**src/rtl/scrf_pkg.sv**
```systemverilog
package scrf_pkg;

    localparam int unsigned CFG_DATA_W  = 27;
    localparam int unsigned CFG_INDEX_W = 3;
    localparam int unsigned RA_CFG_W    = 27;
    localparam int unsigned DEC_CFG_W   = 26;
    localparam int unsigned MAG_W       = 8;
    localparam int unsigned INDEX_W     = 20;

    typedef enum logic [CFG_INDEX_W-1:0] {
        CFG_MAX_MAG,
        CFG_RA_LOW,
        CFG_RA_HIGH,
        CFG_DEC_LOW,
        CFG_DEC_HIGH,
        CFG_EXCLUDE_GSC
    } cfg_index_t;

    typedef enum logic [2:0] {
        REASON_OK,
        REASON_GSC,
        REASON_POOR_MAG,
        REASON_POOR_COLOUR,
        REASON_WINDOW
    } reason_t;

    localparam logic [MAG_W-1:0]     MAX_MAG_RESET  = 8'd255;
    localparam logic [RA_CFG_W-1:0]  RA_LOW_RESET   = 27'd0;
    localparam logic [RA_CFG_W-1:0]  RA_HIGH_RESET  = 27'd129600000;
    localparam logic [DEC_CFG_W-1:0] DEC_LOW_RESET  = 26'd0;
    localparam logic [DEC_CFG_W-1:0] DEC_HIGH_RESET = 26'd64800000;

    localparam logic [30:0] MAG_LIMIT_WORD = 31'd1000000000;
    localparam logic [9:0]  POOR_COLOUR    = 10'd250;
    localparam logic [9:0]  DIGIT_BASE     = 10'd1000;

    // floor(x / 1000) as (x * RECIP) >> SHIFT, exact over the value ranges used
    localparam logic [30:0] RECIP_HI       = 31'd1099511628;
    localparam int unsigned RECIP_HI_SHIFT = 40;
    localparam logic [20:0] RECIP_LO       = 21'd1073742;
    localparam int unsigned RECIP_LO_SHIFT = 30;

    typedef struct packed {
        logic [31:0] ra_word;
        logic [31:0] dec_word;
        logic [31:0] mag_word;
        logic        new_query;
    } item_t;

    typedef struct packed {
        logic               accepted;
        logic               past_end;
        logic [2:0]         reject_reason;
        logic [31:0]        ra_raw;
        logic [31:0]        dec_raw;
        logic [MAG_W-1:0]   mag_tenths;
        logic [INDEX_W-1:0] star_index;
    } result_t;

    typedef struct packed {
        logic [MAG_W-1:0]     max_mag_tenths;
        logic [RA_CFG_W-1:0]  ra_low;
        logic [RA_CFG_W-1:0]  ra_high;
        logic [DEC_CFG_W-1:0] dec_low;
        logic [DEC_CFG_W-1:0] dec_high;
        logic                 exclude_gsc;
    } cfg_t;

    typedef struct packed {
        logic [31:0]      ra_raw;
        logic [31:0]      dec_raw;
        logic             past_end;
        reason_t          reason;
        logic [MAG_W-1:0] mag_tenths;
        logic             new_query;
    } class_t;

endpackage

```
**src/rtl/scrf_front.sv**
```systemverilog
module scrf_front
(
    input  logic              clk,
    input  logic              rst_n,
    input  scrf_pkg::cfg_t    cfg,
    input  scrf_pkg::item_t   item,
    input  logic              take,
    output logic              wr_en,
    output scrf_pkg::class_t  wr_data,
    output logic [1:0]        inflight
);

    logic [30:0] mag31;
    logic [61:0] prod_hi;
    logic [21:0] q1;
    logic        ra_in;
    logic        dec_in;
    logic        past_end;

    logic        s1_valid_reg;
    logic [31:0] s1_ra_reg;
    logic [31:0] s1_dec_reg;
    logic        s1_nq_reg;
    logic        s1_gsc_reg;
    logic        s1_big_reg;
    logic [30:0] s1_mag_reg;
    logic [21:0] s1_q1_reg;
    logic        s1_ra_in_reg;
    logic        s1_dec_in_reg;
    logic        s1_past_reg;

    logic [31:0] q1k;
    logic [31:0] red_w;
    logic [42:0] prod_lo;

    logic        s2_valid_reg;
    logic [31:0] s2_ra_reg;
    logic [31:0] s2_dec_reg;
    logic        s2_nq_reg;
    logic        s2_gsc_reg;
    logic        s2_big_reg;
    logic [9:0]  s2_red_reg;
    logic [21:0] s2_q1_reg;
    logic [12:0] s2_q2_reg;
    logic        s2_ra_in_reg;
    logic        s2_dec_in_reg;
    logic        s2_past_reg;

    logic [21:0] q2k;
    logic [21:0] blue_w;
    logic [9:0]  blue;
    logic [9:0]  tenths;
    scrf_pkg::reason_t reason;

    // stage 1: flag handling, range checks, first reciprocal multiply
    assign mag31    = item.mag_word[30:0];
    assign prod_hi  = 62'(mag31) * 62'(scrf_pkg::RECIP_HI);
    assign q1       = prod_hi[scrf_pkg::RECIP_HI_SHIFT +: 22];
    assign ra_in    = (item.ra_word >= 32'(cfg.ra_low)) && (item.ra_word <= 32'(cfg.ra_high));
    assign dec_in   = (item.dec_word >= 32'(cfg.dec_low))
                   && (item.dec_word <= 32'(cfg.dec_high));
    assign past_end = item.ra_word > 32'(cfg.ra_high);

    always_ff @(posedge clk or negedge rst_n)
    begin
        if (!rst_n)
        begin
            s1_valid_reg <= 1'b0;
            s2_valid_reg <= 1'b0;
        end
        else
        begin
            s1_valid_reg <= take;
            s2_valid_reg <= s1_valid_reg;
        end
    end

    always_ff @(posedge clk)
    begin
        s1_ra_reg     <= item.ra_word;
        s1_dec_reg    <= item.dec_word;
        s1_nq_reg     <= item.new_query;
        s1_gsc_reg    <= item.mag_word[31] & cfg.exclude_gsc;
        s1_big_reg    <= mag31 >= scrf_pkg::MAG_LIMIT_WORD;
        s1_mag_reg    <= mag31;
        s1_q1_reg     <= q1;
        s1_ra_in_reg  <= ra_in;
        s1_dec_in_reg <= dec_in;
        s1_past_reg   <= past_end;
    end

    // stage 2: red digit group, second reciprocal multiply
    assign q1k     = 32'(s1_q1_reg) * 32'(scrf_pkg::DIGIT_BASE);
    assign red_w   = 32'(s1_mag_reg) - q1k;
    assign prod_lo = 43'(s1_q1_reg) * 43'(scrf_pkg::RECIP_LO);

    always_ff @(posedge clk)
    begin
        s2_ra_reg     <= s1_ra_reg;
        s2_dec_reg    <= s1_dec_reg;
        s2_nq_reg     <= s1_nq_reg;
        s2_gsc_reg    <= s1_gsc_reg;
        s2_big_reg    <= s1_big_reg;
        s2_red_reg    <= red_w[9:0];
        s2_q1_reg     <= s1_q1_reg;
        s2_q2_reg     <= prod_lo[scrf_pkg::RECIP_LO_SHIFT +: 13];
        s2_ra_in_reg  <= s1_ra_in_reg;
        s2_dec_in_reg <= s1_dec_in_reg;
        s2_past_reg   <= s1_past_reg;
    end

    // classify and hand over to the queue
    assign q2k    = 22'(s2_q2_reg) * 22'(scrf_pkg::DIGIT_BASE);
    assign blue_w = s2_q1_reg - q2k;
    assign blue   = blue_w[9:0];

    always_comb
    begin
        reason = scrf_pkg::REASON_OK;
        tenths = 10'd0;
        if (s2_gsc_reg)
        begin
            reason = scrf_pkg::REASON_GSC;
        end
        else if (s2_big_reg)
        begin
            reason = scrf_pkg::REASON_POOR_MAG;
        end
        else if (s2_red_reg > scrf_pkg::POOR_COLOUR)
        begin
            if (blue > scrf_pkg::POOR_COLOUR)
            begin
                reason = scrf_pkg::REASON_POOR_COLOUR;
            end
            else
            begin
                tenths = blue;
            end
        end
        else
        begin
            tenths = s2_red_reg;
        end

        if (reason == scrf_pkg::REASON_OK)
        begin
            if (!(tenths <= 10'(cfg.max_mag_tenths) && s2_ra_in_reg && s2_dec_in_reg))
            begin
                reason = scrf_pkg::REASON_WINDOW;
            end
        end
    end

    assign wr_en              = s2_valid_reg;
    assign wr_data.ra_raw     = s2_ra_reg;
    assign wr_data.dec_raw    = s2_dec_reg;
    assign wr_data.past_end   = s2_past_reg;
    assign wr_data.reason     = reason;
    assign wr_data.mag_tenths = tenths[scrf_pkg::MAG_W-1:0];
    assign wr_data.new_query  = s2_nq_reg;
    assign inflight           = 2'(s1_valid_reg) + 2'(s2_valid_reg);

endmodule

```
**src/rtl/scrf_queue.sv**
```systemverilog
module scrf_queue
#(
    parameter int unsigned DEPTH = 8
)
(
    input  logic                         clk,
    input  logic                         rst_n,
    input  logic                         wr_en,
    input  scrf_pkg::class_t             wr_data,
    input  logic                         rd_en,
    output scrf_pkg::class_t             rd_data,
    output logic                         not_empty,
    output logic [$clog2(DEPTH+1)-1:0]   count
);

    localparam int unsigned PTR_W = $clog2(DEPTH);
    localparam int unsigned CNT_W = $clog2(DEPTH+1);

    scrf_pkg::class_t   mem [DEPTH];
    logic [PTR_W-1:0]   wr_ptr_reg;
    logic [PTR_W-1:0]   wr_ptr_next;
    logic [PTR_W-1:0]   rd_ptr_reg;
    logic [PTR_W-1:0]   rd_ptr_next;
    logic [CNT_W-1:0]   count_reg;
    logic [CNT_W-1:0]   count_next;

    always_comb
    begin
        wr_ptr_next = wr_ptr_reg;
        rd_ptr_next = rd_ptr_reg;
        count_next  = count_reg;
        if (wr_en)
        begin
            wr_ptr_next = (wr_ptr_reg == PTR_W'(DEPTH-1)) ? '0 : wr_ptr_reg + 1'b1;
        end
        if (rd_en)
        begin
            rd_ptr_next = (rd_ptr_reg == PTR_W'(DEPTH-1)) ? '0 : rd_ptr_reg + 1'b1;
        end
        if (wr_en && !rd_en)
        begin
            count_next = count_reg + 1'b1;
        end
        else if (rd_en && !wr_en)
        begin
            count_next = count_reg - 1'b1;
        end
    end

    always_ff @(posedge clk or negedge rst_n)
    begin
        if (!rst_n)
        begin
            wr_ptr_reg <= '0;
            rd_ptr_reg <= '0;
            count_reg  <= '0;
        end
        else
        begin
            wr_ptr_reg <= wr_ptr_next;
            rd_ptr_reg <= rd_ptr_next;
            count_reg  <= count_next;
        end
    end

    always_ff @(posedge clk)
    begin
        if (wr_en)
        begin
            mem[wr_ptr_reg] <= wr_data;
        end
    end

    assign rd_data   = mem[rd_ptr_reg];
    assign not_empty = count_reg != '0;
    assign count     = count_reg;

endmodule

```
**src/rtl/scrf_back.sv**
```systemverilog
module scrf_back
#(
    parameter int unsigned COUNT_BITS = 20
)
(
    input  logic               clk,
    input  logic               rst_n,
    input  logic               has_item,
    input  scrf_pkg::class_t   head,
    output logic               take,
    input  logic               pop,
    output logic               empty,
    output scrf_pkg::result_t  result
);

    logic [COUNT_BITS-1:0] count_reg;
    logic [COUNT_BITS-1:0] count_next;
    logic [COUNT_BITS-1:0] base;
    logic [31:0]           index_ext;
    logic                  ok;
    logic                  out_valid_reg;
    scrf_pkg::result_t     result_reg;
    scrf_pkg::result_t     result_next;

    assign take = has_item && (!out_valid_reg || pop);
    assign ok   = head.reason == scrf_pkg::REASON_OK;
    assign base = head.new_query ? '0 : count_reg;

    always_comb
    begin
        count_next = base;
        index_ext  = 32'd0;
        if (ok)
        begin
            count_next = base + 1'b1;
            index_ext  = 32'(base);
        end
        result_next.accepted      = ok;
        result_next.past_end      = head.past_end;
        result_next.reject_reason = head.reason;
        result_next.ra_raw        = head.ra_raw;
        result_next.dec_raw       = head.dec_raw;
        result_next.mag_tenths    = head.mag_tenths;
        result_next.star_index    = index_ext[scrf_pkg::INDEX_W-1:0];
    end

    always_ff @(posedge clk or negedge rst_n)
    begin
        if (!rst_n)
        begin
            count_reg     <= '0;
            out_valid_reg <= 1'b0;
        end
        else
        begin
            if (take)
            begin
                count_reg     <= count_next;
                out_valid_reg <= 1'b1;
            end
            else if (pop)
            begin
                out_valid_reg <= 1'b0;
            end
        end
    end

    always_ff @(posedge clk)
    begin
        if (take)
        begin
            result_reg <= result_next;
        end
    end

    assign empty  = !out_valid_reg;
    assign result = result_reg;

`ifndef SYNTH
    a_accept_reason: assert property (@(posedge clk) disable iff (!rst_n)
        out_valid_reg && result_reg.accepted
            |-> result_reg.reject_reason == scrf_pkg::REASON_OK)
        else $error("accepted result with nonzero reject reason");

    a_reject_index: assert property (@(posedge clk) disable iff (!rst_n)
        out_valid_reg && !result_reg.accepted |-> result_reg.star_index == '0)
        else $error("rejected result carries a star index");

    a_count_step: assert property (@(posedge clk) disable iff (!rst_n)
        take && ok && !head.new_query
            |=> count_reg == COUNT_BITS'($past(count_reg) + 1'b1))
        else $error("accepted count did not advance by one");
`endif

endmodule

```
**src/rtl/star_catalog_record_filter.sv**
```systemverilog
// Star catalog record filter: takes one catalog record (RA, dec+90deg and packed
// magnitude words) per request and returns one result per record, in order, with
// accept flag, reject reason, end-of-swath flag, chosen magnitude and star index.
// Sustained rate is one record per clock while pop is held high. A record goes
// through two front stages (reciprocal multiplies for the decimal colour split),
// the queue write and the output register. full rises once the queue plus records
// still in the front stages reach QUEUE_DEPTH, so when pop is held high the block
// never stalls. The user must write registers through cfg_we/cfg_index/cfg_data
// only while no record is in flight (unchecked); indexes above 5 are ignored.
module star_catalog_record_filter
#(
    parameter int unsigned COUNT_BITS  = 20,
    parameter int unsigned QUEUE_DEPTH = 8
)
(
    input  logic                                 clk,
    input  logic                                 rst_n,
    input  logic                                 push,
    output logic                                 full,
    input  scrf_pkg::item_t                      item,
    output logic                                 empty,
    input  logic                                 pop,
    output scrf_pkg::result_t                    result,
    input  logic                                 cfg_we,
    input  logic [scrf_pkg::CFG_INDEX_W-1:0]     cfg_index,
    input  logic [scrf_pkg::CFG_DATA_W-1:0]      cfg_data
);

    localparam int unsigned CNT_W = $clog2(QUEUE_DEPTH+1);

    scrf_pkg::cfg_t     cfg_reg;
    scrf_pkg::class_t   wr_data;
    scrf_pkg::class_t   head;
    logic               take_in;
    logic               wr_en;
    logic               rd_en;
    logic               has_item;
    logic [1:0]         inflight;
    logic [CNT_W-1:0]   q_count;
    logic [CNT_W:0]     occupancy;

    always_ff @(posedge clk or negedge rst_n)
    begin
        if (!rst_n)
        begin
            cfg_reg.max_mag_tenths <= scrf_pkg::MAX_MAG_RESET;
            cfg_reg.ra_low         <= scrf_pkg::RA_LOW_RESET;
            cfg_reg.ra_high        <= scrf_pkg::RA_HIGH_RESET;
            cfg_reg.dec_low        <= scrf_pkg::DEC_LOW_RESET;
            cfg_reg.dec_high       <= scrf_pkg::DEC_HIGH_RESET;
            cfg_reg.exclude_gsc    <= 1'b0;
        end
        else if (cfg_we)
        begin
            unique case (cfg_index)
                scrf_pkg::CFG_MAX_MAG:
                    cfg_reg.max_mag_tenths <= cfg_data[scrf_pkg::MAG_W-1:0];
                scrf_pkg::CFG_RA_LOW:
                    cfg_reg.ra_low <= cfg_data[scrf_pkg::RA_CFG_W-1:0];
                scrf_pkg::CFG_RA_HIGH:
                    cfg_reg.ra_high <= cfg_data[scrf_pkg::RA_CFG_W-1:0];
                scrf_pkg::CFG_DEC_LOW:
                    cfg_reg.dec_low <= cfg_data[scrf_pkg::DEC_CFG_W-1:0];
                scrf_pkg::CFG_DEC_HIGH:
                    cfg_reg.dec_high <= cfg_data[scrf_pkg::DEC_CFG_W-1:0];
                scrf_pkg::CFG_EXCLUDE_GSC:
                    cfg_reg.exclude_gsc <= cfg_data[0];
                default:
                    ;
            endcase
        end
    end

    assign occupancy = (CNT_W+1)'(q_count) + (CNT_W+1)'(inflight);
    assign full      = occupancy >= (CNT_W+1)'(QUEUE_DEPTH);
    assign take_in   = push && !full;

    scrf_front u_front
    (
        .clk      (clk),
        .rst_n    (rst_n),
        .cfg      (cfg_reg),
        .item     (item),
        .take     (take_in),
        .wr_en    (wr_en),
        .wr_data  (wr_data),
        .inflight (inflight)
    );

    scrf_queue
    #(
        .DEPTH (QUEUE_DEPTH)
    )
    u_queue
    (
        .clk       (clk),
        .rst_n     (rst_n),
        .wr_en     (wr_en),
        .wr_data   (wr_data),
        .rd_en     (rd_en),
        .rd_data   (head),
        .not_empty (has_item),
        .count     (q_count)
    );

    scrf_back
    #(
        .COUNT_BITS (COUNT_BITS)
    )
    u_back
    (
        .clk      (clk),
        .rst_n    (rst_n),
        .has_item (has_item),
        .head     (head),
        .take     (rd_en),
        .pop      (pop),
        .empty    (empty),
        .result   (result)
    );

endmodule
```
**config.mk**
```make
export PLATFORM = sky130hd
export DESIGN_NAME = star_catalog_record_filter
export DESIGN_NICKNAME = d
export VERILOG_FILES = /design/src/rtl/scrf_pkg.sv /design/src/rtl/scrf_front.sv /design/src/rtl/scrf_queue.sv /design/src/rtl/scrf_back.sv /design/src/rtl/star_catalog_record_filter.sv
export SDC_FILE = /design/constraint.sdc
export NUM_CORES = 2
export LEC_CHECK = 0
export BUFFER_PORTS_ARGS = -buffer_cell sky130_fd_sc_hd__buf_2
export CAP_MARGIN = 10
export CORE_AREA = 8 8 366 368
export CTS_CLUSTER_DIAMETER = 50
export DETAILED_ROUTE_END_ITERATION = 10
export DIE_AREA = 0 0 374 376
export PLACE_DENSITY = 0.63
export SLEW_MARGIN = 20
export SYNTH_ARGS = -nofsm -noshare
export SYNTH_HDL_FRONTEND = slang
export SYNTH_SLANG_ARGS = --single-unit
```
**constraint.sdc**
```tcl
create_clock -name clk -period 8.75 [get_ports clk]
set_clock_uncertainty 0.1 [all_clocks]
set_input_delay 1.3125 -clock clk [delete_from_list [all_inputs] [get_ports clk]]
set_output_delay 1.3125 -clock clk [all_outputs]
set_load 0.05 [all_outputs]
```
* Yosys cells after proc, flatten, opt, wreduce, memory -nomap -nowiden
Memories as Yosys holds them, arrays and structs flattened. Cells that the tools add are included.
Word-level totals: logic and storage cells 118, output and inout port bits 99, bits of input ports 132, memories 1, RAM bits 616, register bits 450
Memory list:
- u_queue.mem | words 8, width 77, read ports 1, clocked after Yosys merged registers in 0, write ports 1, RTL line scrf_queue.sv:19 | scrf_pkg::class_t mem [DEPTH];
Operators by class: bitwise logic cells 1, reduce and logical (&&, ||, !) cells 25, multiplexer cells 20, order comparisons 10, equality and inequality tests 7, multiply operators 4, add/sub/neg operators 9
Operators with widths (number):
- $mul A31 B29 Y60 const B | 1
- $mul A22 B20 Y42 const B | 1
- $mux W10 | 4
- $mux W20 | 2
- $ge A32 B26 Y1 | 1
- $ge A32 B27 Y1 | 1
- $gt A32 B27 Y1 | 1
- $le A32 B26 Y1 | 1
- $le A32 B27 Y1 | 1
- $ge A31 B30 Y1 const B | 1
- $mul A22 B7 Y7 const B | 1
- $mux W3 | 7
- $add A20 B1 Y20 const B | 1
- $gt A10 B8 Y1 const B | 2
- $sub A10 B10 Y10 | 2
- $mul A13 B7 Y7 const B | 1
- $eq A3 B3 Y1 const B | 4
- $reduce_and A2 Y1 | 6
- $le A10 B8 Y1 | 1
- $logic_not A3 Y1 | 3
- $logic_and A1 B1 Y1 | 8
- $mux W4 | 2
- $add A3 B1 Y3 const B | 2
- $eq A3 B2 Y1 const B | 2
- other kinds (13) | 20

* Logic depth before layout (Yosys ltp)
depth in word-level cells 12, gate-level depth with buffers 25

* Hierarchy
A second synthesis with hierarchy kept.
Second synthesis, totals: cells, all modules 4289, area total of the unflattened synthesis 60634.4 um^2
By module, submodules not included:
- scrf_front | times used 1, cells each 2822, area each 27980.6 um^2, seq. area each 4033.9 um^2
- scrf_queue | times used 1, cells each 954, area each 23755.3 um^2, seq. area each 18748.0 um^2
- star_catalog_record_filter | times used 1, cells each 259, area each 4598.2 um^2, seq. area each 2915.3 um^2
- scrf_back | times used 1, cells each 254, area each 4300.4 um^2, seq. area each 3438.3 um^2

* Worst setup path before layout
No wires, ideal clock.
path kind in2reg, start input port item[17] in the netlist's numbering, end register u_front.s1_q1_reg[18], buffers on the path 0, arrival 7.287 ns, path slack 1.236 ns, cell stages on the path 22, setup time 0.127 ns, cell sequence ha_1 -> inv_1 -> fa_1 -> inv_1 -> fa_1 -> fa_1 -> fa_1 -> inv_1 -> fa_1 -> inv_1 -> fa_1 -> fa_1 -> ha_1 -> a2111oi_0 -> o21ai_0 -> o211ai_1 -> o21ai_0 -> or4b_4 -> nand4_2 -> o211ai_2 -> nand4_1 -> or3b_1
Between the ends: cells in the longest elaborated chain, start to end 1
Ends and longest elaborated chain:
- start, declared | RTL line star_catalog_record_filter.sv:20 | input scrf_pkg::item_t item,
- $mul A31 B29 Y60 | RTL line scrf_front.sv:57 | assign prod_hi = 62'(mag31) * 62'(scrf_pkg::RECIP_HI);
- named net u_front.prod_hi[58] | RTL line scrf_front.sv:14 | logic [61:0] prod_hi;
- end signal, assigned | RTL line scrf_front.sv:86 | s1_q1_reg <= q1;
- end, declared | RTL line scrf_front.sv:27 | logic [21:0] s1_q1_reg;
The timed path passes the listed nets, and every way through them passes these cells. A chain may end at the register's enable or synchronous reset.

* Final worst setup path
start input port item[21] in the netlist's numbering, end register u_front.s1_q1_reg[18]
Same word-level chain as after synthesis.

==> results.sh <==
export IMPL_final_max_slew_viol_count=0
export IMPL_die_y_um=376
export IMPL_gp_congestion=0.904
export IMPL_synth_most_common_cell="inv_1"
export IMPL_die_x_um=374
export IMPL_core_area_mm2=0.128
export IMPL_cts_buffers=112
export IMPL_synth_distinct_cells=78
export IMPL_r2r_slack_ns=1.56
export IMPL_r2r_cells=24
export IMPL_holdPathEnd="u_front.s2_red_reg[0]"
export IMPL_period_needed_ns=7.74
export IMPL_drtIter0Drc=2147
export IMPL_cts_num_sinks=1060
export IMPL_die_area_mm2=0.141
export IMPL_cts_root_buf="clkbuf_16"
export IMPL_holdCritPathClass="reg2reg"
export IMPL_nets=5919
export IMPL_ys_ff_latch=1060
export IMPL_yosys_top_cells_count="inv_1 (904), ha_1 (723), edfxtp_1 (713)"
export IMPL_post_cts_buffers=0
export IMPL_ys_seq_area_share_pct=48.7
export IMPL_reg2reg_to="u_queue.mem[6][11]"
export IMPL_drtPass1Iterations=8
export IMPL_postRouteAntennaNets=0
export IMPL_synthCells=4339
export IMPL_routed_wl_um=136000
export IMPL_ys_flop_type="edfxtp_1"
export IMPL_hpwl_um=99200
export IMPL_tightestPinTransition_ns=1.07
export IMPL_start_kind="primary input"
export IMPL_status="complete, no violations"
export IMPL_cp_max_fo=12
export IMPL_drc=0
export IMPL_required_ns=9.23
export IMPL_cts_tree="built"
export IMPL_antenna_found_initial=8
export IMPL_grt_max_degree=79
export IMPL_hold_buffers=0
export IMPL_clk_pin_slew_ns=0.06
export IMPL_r2r_start="u_front.s2_q2_reg[0]"
export IMPL_setup_tns_ns=0
export IMPL_rsz0062_at_grt="false"
export IMPL_clk_latency_ns=0.70
export IMPL_finalCritPeriodShare_pct=88.5
export IMPL_synth_edf_count=713
export IMPL_crit_path_end_kind="register"
export IMPL_ctsResizeCount=0
export IMPL_yosys_warnings=0
export IMPL_netlist_area_mm2=0.0598
export IMPL_htreeDepth=3
export IMPL_post_drt_wl_per_cell_um=21.0
export IMPL_cts_buffer_depth=3
export IMPL_yosys_area_top_type="edfxtp_1"
export IMPL_track_usage_pct=19.3
export IMPL_initial_core_util_pct=46.6
export IMPL_highest_layer="met5"
export IMPL_route_met2_wl_um=66200
export IMPL_async_flop_share_pct=14.0
export IMPL_maxCapViolations=0
export IMPL_num_rows=132
export IMPL_max_slew_margin_pct=28.7
export IMPL_grt_pass1_wl_um=210000
export IMPL_crit_arrival_ns=8.23
export IMPL_grt_pass1_vias=35600
export IMPL_syn_area_per_cell_um2=13.8
export IMPL_drive_gt1_share_pct=16.6
export IMPL_area_growth_pct=12.2
export IMPL_numPortBuffers=230
export IMPL_wl_met3_um=6590
export IMPL_synth_top_area_share_pct=35.8
export IMPL_num_vias=33500
export IMPL_fmax_mhz=129
export IMPL_largest_register_ffs=616
export IMPL_vias_per_cell=5.20
export IMPL_setup_viol=0
export IMPL_synth_area_top_cells="edfxtp_1 (36%), ha_1 (15%), fa_1 (13%)"
export IMPL_critPathKind="in2reg"
export IMPL_hold_start="u_front.s1_mag_reg[0]"
export IMPL_hold_violations=0
export IMPL_gr_total_overflow=0
export IMPL_design_portCount=231
export IMPL_hold_path_depth=0
export IMPL_wl_met1_um=59500
export IMPL_utilization_pct=52.3
export IMPL_syn_nets=5587
## through the flow
step                instance area (um^2)  instances  hold slack, ns  worst slack [ns]
floorplan                          59800       4339           0.210              1.24
global placement                   63400       6231           0.210             0.463
detailed placement                 63400       6232           0.212             0.279
CTS                                67100       6443           0.205              1.04
global route                       67100       6444           0.205             0.645
finish                             67100       6447           0.202              1.01
## worst max-delay path by stage
stage               startpoint                     to  slack (ns)
global placement      item[21]  u_front.s1_q1_reg[18]        0.46
CTS                   item[20]  u_front.s1_q1_reg[18]        1.04
global route          item[21]  u_front.s1_q1_reg[18]        0.64
floorplan             item[17]  u_front.s1_q1_reg[18]        1.24
finish                item[21]  u_front.s1_q1_reg[18]        1.01
detailed placement    item[20]  u_front.s1_q1_reg[18]        0.28
## metal layers
| metal | vias to the layer above | track usage [%] |
|---|---|---|
| li1 | 15700 | - |
| met1 | 17000 | 26.0 |
| met2 | 711 | 32.9 |
| met3 | 174 | 2.88 |
| met4 | 6 | 5.38 |
| met5 | - | 0 |
## final cells by class
type / instances / area [um^2]
Multi-Input combinational cell: 2301 / 27100
Antenna cell: 4 / 10.0
Tap cell: 1675 / 2100
Clock inverter: 61 / 669
Fill cell: 10800 / 61200
Inverter: 904 / 3400
Timing Repair Buffer: 292 / 1640
Sequential cell: 1060 / 29100
Clock buffer: 150 / 3040
## logic make-up (layout without fill, tap and decap cells)
family,after synthesis,after routing,synth area share (%)
and+or+nand+nor,432,432,3.65
xor gates and xnor gates,69,69,1.01
other,0,4,0
adders and majority gates,1116,1116,28.3
DFF,1060,1060,48.7
AOI/OAI and AO/OA,419,419,4.35
muxes,265,265,7.88
buffers and inverters,978,1407,6.16
## worst max-delay path: stages
cell	delay, ns
buf_2	0.37
ha_1	0.33
fa_1	0.49
inv_1	0.04
ha_1	0.31
fa_1	0.48
fa_1	0.49
inv_1	0.05
fa_1	0.53
inv_1	0.05
fa_1	0.57
fa_1	0.43
ha_1	0.38
a2111oi_0	0.44
o21ai_0	0.16
o211ai_1	0.12
o21ai_0	0.20
or4b_4	0.59
nand4_2	0.18
o211ai_2	0.14
buf_4	0.16
nand4_1	0.06
or3b_1	0.33
## cell usage in the layout, fill, tap and decap left out, types with 22 or more instances in the layout
cell type	instances
nand2_1	160
o21a_1	23
nor2_1	44
nand4_1	44
dfstp_2	30
and3_1	30
ha_1	723
mux4_2	154
clkbuf_16	113
o21ai_0	143
mux2_2	110
nand3_1	39
dfrtp_1	115
buf_2	229
a21oi_1	93
buf_4	61
edfxtp_1	713
xnor2_1	51
fa_1	393
clkbuf_1	30
a21o_1	73
dfxtp_1	199
inv_1	903
nor2b_1	22
Power is left out: the tool's default activity adds up to more than one toggle a clock period on the data nets, which glitch-free logic cannot reach.
